## config.mk

```make
export PLATFORM = sky130hd
export DESIGN_NAME = dln_mac
export DESIGN_NICKNAME = d
export VERILOG_FILES = /design/src/design/dln_pkg.sv /design/src/design/dln_mac.sv
export SDC_FILE = /design/constraint.sdc
export NUM_CORES = 1
export LEC_CHECK = 0
export BUFFER_PORTS_ARGS = -buffer_cell sky130_fd_sc_hd__buf_2
export CORE_ASPECT_RATIO = 1.1
export CORE_UTILIZATION = 45
export CTS_CLUSTER_SIZE = 10
export DETAILED_ROUTE_END_ITERATION = 16
export PLACE_DENSITY_LB_ADDON = 0.1
export SYNTH_ARGS = -nofsm -noshare
export SYNTH_HDL_FRONTEND = slang
export SYNTH_SLANG_ARGS = --single-unit
```

## constraint.sdc

```tcl
create_clock -name clk -period 6.9 [get_ports clk]
set_input_delay 0 -clock clk [delete_from_list [all_inputs] [get_ports clk]]
set_output_delay 0 -clock clk [all_outputs]
set_load 0.005 [all_outputs]
```

## src/design/dln_pkg.sv

```systemverilog
// ----------------------------------------------------------------------------
// dln_pkg
// Shared constants, codes and types of the dense layer neuron engine.
// ----------------------------------------------------------------------------
package dln_pkg;

  localparam int MAX_INPUTS  = 1024;
  localparam int MAX_OUTPUTS = 512;
  localparam int FRAC_BITS   = 12;

  // Field widths of the item and result beats
  localparam int DATA_W = 16;
  localparam int ROW_W  = 9;
  localparam int COL_W  = 10;
  localparam int REQ_W  = 2;

  // Configuration port
  localparam int CNT_W      = 11;
  localparam int MODE_W     = 2;
  localparam int CFG_DATA_W = 11;
  localparam int CFG_IDX_W  = 1;

  localparam logic [CFG_IDX_W-1:0] REG_INPUT_COUNT     = 1'd0;
  localparam logic [CFG_IDX_W-1:0] REG_ACTIVATION_MODE = 1'd1;

  localparam logic [CNT_W-1:0]  CNT_RESET  = 11'd784;
  localparam logic [MODE_W-1:0] MODE_RESET = 2'd1;

  // Request codes
  localparam logic [REQ_W-1:0] REQ_WR_WEIGHT = 2'd0;
  localparam logic [REQ_W-1:0] REQ_WR_BIAS   = 2'd1;
  localparam logic [REQ_W-1:0] REQ_WR_INPUT  = 2'd2;
  localparam logic [REQ_W-1:0] REQ_EVAL      = 2'd3;

  // Activation codes (the unused code behaves as none)
  localparam logic [MODE_W-1:0] ACT_NONE  = 2'd0;
  localparam logic [MODE_W-1:0] ACT_RELU  = 2'd1;
  localparam logic [MODE_W-1:0] ACT_LEAKY = 2'd2;

  // Leaky slope is 41 / 2^LEAK_SHIFT
  localparam int LEAK_SHIFT = 12;
  localparam int LEAK_GROW  = 6;

  // Storage address widths
  localparam int W_DEPTH = MAX_OUTPUTS * MAX_INPUTS;
  localparam int W_AW    = $clog2(W_DEPTH);
  localparam int X_AW    = $clog2(MAX_INPUTS);
  localparam int B_AW    = $clog2(MAX_OUTPUTS);
  localparam int IDX_W   = $clog2(MAX_INPUTS + 1);

  // Datapath widths
  localparam int PROD_W = 2 * DATA_W;
  localparam int ACC_W  = PROD_W + $clog2(MAX_INPUTS) + 1;
  localparam int ACT_W  = ACC_W + LEAK_GROW;

  typedef struct packed {
    logic clear;
    logic mul_en;
    logic acc_en;
    logic bias_en;
  } mac_ctrl_t;

endpackage

```

## src/design/dln_mac.sv

```systemverilog
// ----------------------------------------------------------------------------
// dln_mac
// Shared multiply-accumulate unit: one registered product and one wide add
// per cycle, plus the bias add at the end of a row.
// ----------------------------------------------------------------------------
module dln_mac
  import dln_pkg::*;
(
  input  logic                     clk,
  input  mac_ctrl_t                ctrl,
  input  logic signed [DATA_W-1:0] w_data,
  input  logic signed [DATA_W-1:0] x_data,
  input  logic signed [DATA_W-1:0] bias,
  output logic signed [ACC_W-1:0]  acc
);

  logic signed [PROD_W-1:0] prod;
  logic signed [ACC_W-1:0]  acc_next;
  logic signed [ACC_W-1:0]  prod_ext;
  logic signed [ACC_W-1:0]  bias_ext;

  assign prod_ext = ACC_W'(prod);
  // bias moves up by FRAC_BITS to line up with the Q8.24 products
  assign bias_ext = ACC_W'(bias) <<< FRAC_BITS;

  always_comb begin
    acc_next = acc;
    if (ctrl.clear) begin
      acc_next = '0;
    end else if (ctrl.acc_en) begin
      acc_next = acc + prod_ext;
    end else if (ctrl.bias_en) begin
      acc_next = acc + bias_ext;
    end
  end

  always_ff @(posedge clk) begin
    if (ctrl.mul_en) begin
      prod <= w_data * x_data;
    end
    acc <= acc_next;
  end

endmodule

```

==> results of run 1 <==
==> layer usage <==
metal,vias up,GRT usage,part of all wire
met4,0,0.0366,0.011
met1,6211,0.313,0.49
met2,260,0.358,0.46
met5,-,0,0
li1,6132,-,-
met3,24,0.0166,0.039
==> metrics by stage <==
stage / hold WS, ns / cell area, µm²
6_report: 0.178 / 17600
2_1_floorplan: 0.112 / 16400
5_1_grt: 0.205 / 17600
4_1_cts: 0.172 / 17600
3_5_place_dp: 0.401 / 17300
3_3_place_gp: 0.402 / 17300
==> worst max-delay path, cell delays in order <==
cell	delay [ns]
buf_2	0.31
nand2_1	0.13
fa_1	0.50
fa_1	0.58
fa_1	0.47
fa_1	0.55
inv_1	0.05
fa_1	0.47
inv_1	0.05
fa_1	0.47
inv_1	0.04
ha_1	0.35
o21a_1	0.24
a311oi_2	0.32
o21ai_2	0.12
nor3_2	0.20
o21ai_2	0.15
a2111oi_2	0.40
or3_4	0.22
a21oi_2	0.05
o22ai_2	0.10
xnor2_1	0.08
==> synth_stat cells (5+ instances only) <==
library cell	instances	area [µm²]
fa_1	264	5290
o21ai_0	47	235
nand2_1	187	702
nor2b_1	15	93.8
o21a_1	19	143
nor3_1	19	95.1
o21bai_1	5	37.5
nand2b_1	15	93.8
a21o_1	41	308
xnor2_1	60	526
and2_1	124	776
xor2_1	26	228
inv_1	326	1220
a21oi_1	92	460
a31oi_1	15	93.8
a21oi_2	7	61.3
nand4_1	10	62.6
ha_1	154	1930
a211oi_1	41	308
nor2_1	87	327
clkbuf_1	52	195
mux2i_1	13	130
nand3_1	23	115
and3_1	16	100
edfxtp_1	32	961
o211ai_1	10	75.1
a221oi_1	10	87.6
o31ai_1	6	45.0
dfxtp_1	43	861
==> worst max path at each step <==
stage                     endpoint  depth (start not counted)
after detailed placement  prod[30]                         22
after floorplan           prod[30]                         22
after global routing      prod[30]                         22
after global placement    prod[30]                         22
final                     prod[30]                         22
after CTS                 prod[30]                         22
==> cells by family after synthesis <==
family,Yosys count,share of synthesized area
and+or+nand+nor,521,0.156
adders and majority gates,418,0.439
buffers and inverters,389,0.0894
AOI/OAI and AO/OA,348,0.150
xor gates and xnor gates,86,0.0458
DFF,75,0.111
muxes,14,0.00883
==> flip-flops by register name, indices dropped and copies added (netlist names) <==
register,flops
acc,43
prod,32
==> layout make-up <==
cell class	count	area [µm²]
Inverter	328	1230
Clock inverter	5	83.8
Clock buffer	11	254
Fill cell	3454	18400
Multi-Input combinational cell	1387	13100
Tap cell	487	609
Sequential cell	75	1820
Timing Repair Buffer	99	505
==> results.txt, run 1 <==
status: finished, final reports clean
ratio of final minimum period to clock period: 0.834
Setup CP Type: in2reg
DRC: 0
Synth cell types: 85
Worst setup EP type: flip-flop
setup TNS: 0 ns
core area: 0.0361 mm²
mapped cell area: 0.0164 mm²
Starting Density: 0.455
RSZ-0062 raised after global routing: no
H-tree depth: 3
R2R Setup Slk: 3.25 ns
syn nets: 2322
initial antenna violation count: 0
hold path cells: 4
dpl cells: 2376
Avg Inst Size Synth: 8.88 µm²
Seq/Total Area, Yosys: 0.111
commonest non-fill, non-tap cell in the layout: inv_1
Post-synth EDFFs: 32
end of the worst hold path: acc[12]
clk slew on worst S/H paths: 0.07 ns
num ports: 96
critical path startpoint category: primary input
clock sink count: 75
reg-to-reg endpoint: acc[42]
die extent in y: 202 µm
detailed placement HPWL: 32700 µm
worst hold path type: in2reg
final hold vios: 0
drt initial violations: 649
Worst Tran Pin Value: 0.944 ns
final core utilization: 0.489
gr ovfl total: 0
skew final: 0.0124 ns
via count: 12.6k
GRT Total Usage: 0.216
TritonCTS Buffers: 9
First-pass DRT Iterations: 5
Post-CTS Setup Bufs: 0
Layout area overhead: 7.39%
# nets final: 2371
Max clock buf depth: 2
Synth Register Bits: 75
R2R Path Start: acc[12]
routability-driven placement congestion ratio: 0.848
Total Routed Length: 39700 µm
hold wc startpoint: bias[0]
FF-to-FF path depth: 13
n_diodes: 0
Worst Path Arrival: 5.85 ns
pin count of the biggest net entering global routing: 68
fraction of registers with async set/reset: 0
Synth warnings: 0
first-pass GRT wire length: 64700 µm
Post-DRT Antenna Nets: 0
DIE WIDTH: 184 µm
via-per-instance ratio: 5.28
fin worst setup slack: 1.14 ns
Layout Cells excl Fill: 2392
CTS root buffer: clkbuf_16
Hold Buf Count CTS: 0
vias in the first global route: 12.7k
top fanout value on the critical path: 16
share of cells above drive strength 1: 0.0798
Worst-Skew Late Latency: 0.34 ns
Critical Path RT: 6.99 ns
fmax: 0.174 GHz
most frequent cells in the layout: inv_1 (326), fa_1 (264), nand2_1 (187)
maximum capacitance violations: 0
Setup Viol. Count Final: 0
DIE AREA: 0.0373 mm²
Post-CTS Resized: 0
Site Rows: 73
Gate Count Post-Synth: 1851
TritonCTS clock tree: built
Max Slew Vio Count: 0
post-place setup slack: 0.777 ns
ys flop type: dfxtp_1
mean routed wirelength per cell: 16.6 µm
Critical Path Source: w_data[9]
min cycle time layout: 5.76 ns
PortBufs: 95
Slew HR: 0.371
Power of run 1 is left out: the tool's default activity adds up to more than one toggle a clock period on the data nets, which glitch-free logic cannot reach.
==> inputs of run 2 (changes only) <==
Settings changed: ABC_AREA from default to 1.
Clock period 6.9 ns to 5.34 ns, I/O delays scaled along.
==> run 2 against run 1 <==
Effect of this change:
- register-to-register slack worse by 0.83 ns
- non-clock buffer count is 86 higher
- largest cell class unchanged
- global-route usage rose by 6.4 points
- area after synthesis is 12% higher
- cell count increased by 39%
- count of clock-buffer cells in the layout decreased by 2
- final area up 14%
- utilization grew 1.2 points
- critical path type unchanged
- setup slack got worse by 0.80 ns
- hold slack worse by 0.054 ns
==> results.txt, run 2 <==
status: finished, final reports clean
Hold Buf Count CTS: 0 (unchanged)
Layout Cells excl Fill: 3314 (+39%)
ys flop type: dfxtp_1
Gate Count Post-Synth: 2673 (+44%)
Total Routed Length: 56800 µm (+43%)
ratio of final minimum period to clock period: 0.935
syn nets: 3144 (+35%)
die extent in y: 214 µm (+5.6%)
via count: 16.5k (+31%)
Max Slew Vio Count: 0 (unchanged)
most common cell in the netlist: nand2_1
CP max stage cell: fa_1
CTS root buffer: clkbuf_16
critical path startpoint category: primary input
most frequent CP cell: fa_1
Seq/Total Area, Yosys: 0.0994 (-0.0115)
via-per-instance ratio: 4.98 (-5.7%)
skew final: 0.0133 ns (+0.000845 ns)
crit path cell chain: buf_2, nand2_1, inv_1, fa_1, fa_1, fa_1, fa_1, fa_1, inv_1, fa_1, inv_1, ha_1, nand2_1, inv_1, nand3_1, nor3_1, nand4_1, nand3_1, a21oi_1, xnor2_1
TritonCTS Buffers: 9 (unchanged)
# nets final: 3267 (+38%)
fmax: 0.200 GHz
fraction of registers with async set/reset: 0 (unchanged)
gr ovfl total: 0 (unchanged)
final hold vios: 0 (unchanged)
Setup Viol. Count Final: 0 (unchanged)
first-pass GRT wire length: 89700 µm (+39%)
TritonCTS clock tree: built
final core utilization: 0.501 (+0.0124)
Placed Instance Area: 0.0198 mm² (+15%)
reg-to-reg endpoint: acc[34]
RSZ-0062 raised after global routing: no
Post-CTS Setup Bufs: 0 (unchanged)
mapped cell area: 0.0183 mm² (+12%)
Worst Tran Pin Value: 0.973 ns (+0.0297 ns)
Synth cell types: 42 (-51%)
First-pass DRT Iterations: 5 (unchanged)
area share of the largest cell type after synthesis: 0.288 (-0.0333)
DIE AREA: 0.0415 mm² (+11%)
hold wc startpoint: bias[0]
clk slew on worst S/H paths: 0.07 ns (about the same)
area taken by multi-input logic gates: 0.0137 mm² (+4.4%)
vias in the first global route: 16.8k (+33%)
detailed placement HPWL: 50300 µm (+54%)
pin count of the biggest net entering global routing: 52 (-24%)
CP bufs+invs: 5 (+1)
Setup CP Type: in2reg
Fillers: 4175 (+21%)
Area contributors post-synth: fa_1 (29%), nand2_1 (15%), inv_1 (14%)
top fanout value on the critical path: 10 (-6)
register area: 0.00182 mm² (unchanged)
Post-DRT Antenna Nets: 0 (unchanged)
commonest non-fill, non-tap cell in the layout: nand2_1
min cycle time layout: 4.99 ns
Post-synth EDFFs: 32 (unchanged)
Starting Density: 0.456 (+0.000715)
crit-path leading delay family: adder cells
share of cells above drive strength 1: 0.0853 (+0.00554)
Worst-Skew Late Latency: 0.37 ns (+0.03 ns)
initial antenna violation count: 0 (unchanged)
top cells by count, synth: nand2_1 (716), inv_1 (666), fa_1 (264), nor2_1 (204), ha_1 (154)
Layout area overhead: 9.93%
largest registers: acc (43), prod (32)
post-synth top area cell: fa_1
routability-driven placement congestion ratio: 0.999 (+18%)
Site Rows: 77 (+5.5%)
n_diodes: 0 (unchanged)
Critical Path RT: 5.45 ns (-1.54 ns)
hold path cells: 6 (+2)
Worst setup EP type: flip-flop
Avg Inst Size Synth: 6.86 µm² (-23%)
R2R Path Start: prod[31]
DRC: 0 (unchanged)
end of the worst hold path: acc[12]
Hold WS: 0.124 ns (-0.0542 ns)
PortBufs: 95 (unchanged)
H-tree depth: 3 (unchanged)
Worst Path Arrival: 5.11 ns (-0.74 ns)
most frequent cells in the layout: nand2_1 (716), inv_1 (666), fa_1 (264)
Synth warnings: 0 (unchanged)
core area: 0.0402 mm² (+11%)
Max clock buf depth: 2 (unchanged)
clock sink count: 75 (unchanged)
num ports: 96 (unchanged)
Synth Register Bits: 75 (unchanged)
mean routed wirelength per cell: 17.1 µm (+3.3%)
maximum capacitance violations: 0 (unchanged)
DIE WIDTH: 194 µm (+5.5%)
GRT Total Usage: 0.281 (+0.0642)
max FFs per register: 43 (unchanged)
R2R Setup Slk: 2.42 ns (-0.83 ns)
Top reg by flops: acc
FF-to-FF path depth: 10 (-3)
dpl cells: 3298 (+39%)
Largest stage delay, worst path: 0.72 ns (+0.14 ns)
Slew HR: 0.350 (-0.0205)
drt initial violations: 847 (+31%)
worst hold path type: in2reg
cell area after layout: 0.0201 mm² (+14%)
[run 2: cells by family (layout without fill, tap and decap cells)]
family | count (synthesis) | count (layout) | share of synthesized area
AND/OR/NAND/NOR | 1113 | 1113 | 0.246
buffers and inverters | 741 | 869 | 0.152
XOR/XNOR | 51 | 51 | 0.0244
adder cells (fa/ha/maj) | 418 | 418 | 0.394
AO/OA/AOI/OAI | 275 | 275 | 0.0841
flip-flops | 75 | 75 | 0.0994
[run 2: worst max-delay path by stage]
stage | startpoint | to | slack, ns | cells past startpoint
2_1_floorplan | x_data[5] | prod[29] | 0.02 | 22
3_3_place_gp | w_data[11] | prod[28] | -0.03 | 20
6_report | w_data[15] | prod[25] | 0.35 | 20
4_1_cts | w_data[15] | prod[25] | 0.29 | 20
5_1_grt | x_data[8] | prod[30] | 0.02 | 25
3_5_place_dp | w_data[15] | prod[25] | -0.1 | 20
[run 2: tightest hold or removal path, cell delays in order]
cell and delay (ns):
buf_2 0.08, ha_1 0.11, nand2_1 0.04, nand2_1 0.04
o21ai_0 0.07, a21oi_1 0.11
[run 2: timing repair]
action / CTS / global route
endpoints found under the setup margin: 0 / 1
hold endpoints to repair: 0 / 0
gates resized for setup: 0 / 1
[run 2: layer usage]
metal | GRT usage | vias up | part of all wire
met3 | 0.0153 | 74 | 0.024
met4 | 0.101 | 0 | 0.033
met5 | 0 | - | 0
met2 | 0.544 | 304 | 0.52
li1 | - | 8284 | -
met1 | 0.327 | 7842 | 0.42
[run 2: through the flow]
step	worst slack (ns)	setup TNS, ns
after floorplan	0.0247	0
after global placement	-0.0330	-0.0725
after detailed placement	-0.0983	-0.368
after CTS	0.285	0
after global routing	0.0204	0
final	0.347	0
[run 2: cell type report]
cell class | instances | share of cell area
Clock buffer | 9 | 0.0112
Clock inverter | 7 | 0.00397
Inverter | 668 | 0.124
Multi-Input combinational cell | 1857 | 0.681
Sequential cell | 75 | 0.0904
Tap cell | 513 | 0.0319
Timing Repair Buffer | 185 | 0.0573
Power of run 2 is left out for the same reason.
==> inputs of run 3 (changes only) <==
Settings changed: ABC_AREA 1 to 0.
==> run 3 against run 2 <==
Effect of this change:
- global-route usage decreased by 6.6 points
- highest routed layer unchanged
- cell count decreased by 24%
- die area decreased by 10%
- register-to-register slack got worse by 0.64 ns
- critical path type unchanged
- hold slack improved by 0.039 ns
- sequential share of layout area increased by 0.48 points
- clock skew decreased by 0.0074 ns
- maximum frequency decreased by 5.1%
- critical path depth increased by 4
- count of clock-buffer cells in the layout increased by 5
==> results.txt, run 3 (synthesized netlist as in run 1, its figures left out) <==
Site Rows: 73 (-5.2%)
# nets final: 2514 (-23%)
clk slew on worst S/H paths: 0.06 ns (about the same)
vias in the first global route: 13.3k (-21%)
RSZ-0062 raised after global routing: yes
R2R Setup Slk: 1.78 ns (-0.64 ns)
DIE AREA: 0.0373 mm² (-10%)
FF-to-FF path depth: 13 (+3)
DIE WIDTH: 184 µm (-5.3%)
top fanout value on the critical path: 5 (-5)
commonest non-fill, non-tap cell in the layout: inv_1
detailed placement HPWL: 33500 µm (-33%)
hold wc startpoint: bias[0]
num ports: 96 (unchanged)
fmax: 0.190 GHz (-5.1%)
Fillers: 3370 (-19%)
TritonCTS Buffers: 9 (unchanged)
Post-DRT Antenna Nets: 0 (unchanged)
skew final: 0.00588 ns (-0.00738 ns)
Total Routed Length: 38800 µm (-32%)
Worst-Skew Late Latency: 0.34 ns (-0.03 ns)
worst hold path type: in2reg
largest registers: acc (43), prod (32)
first-pass GRT wire length: 64900 µm (-28%)
Critical Path RT: 5.43 ns (-0.02 ns)
hold path cells: 4 (-2)
ratio of final minimum period to clock period: 0.985 (+0.0502)
critical path startpoint category: primary input
min cycle time layout: 5.26 ns (+0.268 ns)
TritonCTS clock tree: built
end of the worst hold path: acc[12]
max FFs per register: 43 (unchanged)
Top reg by flops: acc
pin count of the biggest net entering global routing: 68 (+31%)
PortBufs: 95 (unchanged)
Starting Density: 0.455 (-0.000715)
final hold vios: 0 (unchanged)
drt initial violations: 566 (-33%)
H-tree depth: 3 (unchanged)
Max clock buf depth: 2 (unchanged)
Max Slew Vio Count: 0 (unchanged)
share of cells above drive strength 1: 0.163 (+0.0773)
Slew HR: 0.392 (+0.0412)
die extent in y: 202 µm (-5.3%)
mean routed wirelength per cell: 15.3 µm (-11%)
maximum capacitance violations: 0 (unchanged)
n_diodes: 0 (unchanged)
GRT Total Usage: 0.214 (-0.0664)
Layout area overhead: 16.5%
gr ovfl total: 0 (unchanged)
clock sink count: 75 (unchanged)
Placed Instance Area: 0.0183 mm² (-7.6%)
R2R Path Start: acc[12]
Setup CP Type: in2reg
most frequent cells in the layout: inv_1 (319), fa_1 (258), nand2_1 (186)
Setup Viol. Count Final: 0 (unchanged)
DRC: 0 (unchanged)
Worst setup EP type: flip-flop
initial antenna violation count: 0 (unchanged)
Worst Tran Pin Value: 0.913 ns (-0.0607 ns)
Worst Path Arrival: 5.35 ns (+0.24 ns)
routability-driven placement congestion ratio: 0.864 (-14%)
via-per-instance ratio: 5.12 (+2.8%)
CTS root buffer: clkbuf_16
via count: 13.0k (-21%)
First-pass DRT Iterations: 5 (unchanged)
core area: 0.0361 mm² (-10%)
final core utilization: 0.530 (+0.0289)
status: finished, final reports clean
cell area after layout: 0.0191 mm² (-5.0%)
reg-to-reg endpoint: acc[42]
## run 3: cell types whose count changed in the layout (fill, tap and decap cells not counted), moves of 35 or more
cell / delta
xnor2_1: +37
nand2_1: -530
nand3_1: -95
buf_4: +44
and2_1: +113
a21o_1: +35
o21ai_0: -40
nor2_1: -117
inv_1: -347
a211oi_1: +41
a21oi_1: -47
## run 3: layout make-up
class                           count  area, µm²  share of cell area
Inverter                          328       1230              0.0643
Clock inverter                      2       37.5             0.00196
Timing Repair Buffer              242       1790              0.0934
Tap cell                          487        609              0.0318
Sequential cell                    75       1820              0.0952
Clock buffer                       14        305              0.0160
Multi-Input combinational cell   1387      13300               0.697
## run 3: layer usage
metal | track usage | share of wire | up-vias
li1 | - | - | 6413
met1 | 0.300 | 0.49 | 6349
met2 | 0.367 | 0.48 | 202
met3 | 0.0148 | 0.026 | 18
met4 | 0.0384 | 0.0089 | 0
met5 | 0 | 0 | -
## run 3: critical path, cell delays in order
cell       delay (ns)
buf_8            0.11
buf_6            0.12
and2_4           0.13
fa_1             0.54
inv_2            0.04
fa_1             0.52
inv_2            0.04
fa_1             0.51
fa_1             0.53
fa_1             0.56
inv_2            0.04
fa_1             0.51
inv_2            0.05
ha_4             0.24
inv_2            0.05
o21ai_1          0.05
a21o_1           0.20
o2bb2ai_4        0.14
o41ai_4          0.37
a31oi_2          0.18
nand2b_1         0.13
a21oi_1          0.07
nor2_1           0.13
xnor2_1          0.09
## run 3: metrics by stage
step / TNS, ns / cells / worst slack, ns / hold slack [ns]
after floorplan: -0.129 / 1851 / -0.0512 / 0.112
after global placement: -2.65 / 2503 / -0.332 / 0.407
after detailed placement: -3.60 / 2503 / -0.435 / 0.408
after CTS: -0.00152 / 2519 / -0.00152 / 0.149
after global routing: -0.276 / 2535 / -0.0971 / 0.175
final: 0 / 2535 / 0.0789 / 0.163
## run 3: timing repair
item,4_1_cts,5_1_grt
pin swaps,0,33
buffers inserted,0,16
hold endpoints to repair,0,0
setup endpoints to repair,4,10
gates resized for setup,3,92
hold buffers,0,0
## run 3: worst max path at each step
stage,endpoint,from,slack (ns),cells past startpoint
2_1_floorplan,prod[30],w_data[6],-0.05,23
3_3_place_gp,prod[30],x_data[1],-0.33,22
3_5_place_dp,prod[31],x_data[1],-0.43,25
4_1_cts,prod[31],x_data[4],-0.002,24
5_1_grt,prod[31],w_data[4],-0.1,24
6_report,prod[31],w_data[4],0.08,24
Power of run 3 is left out for the same reason.
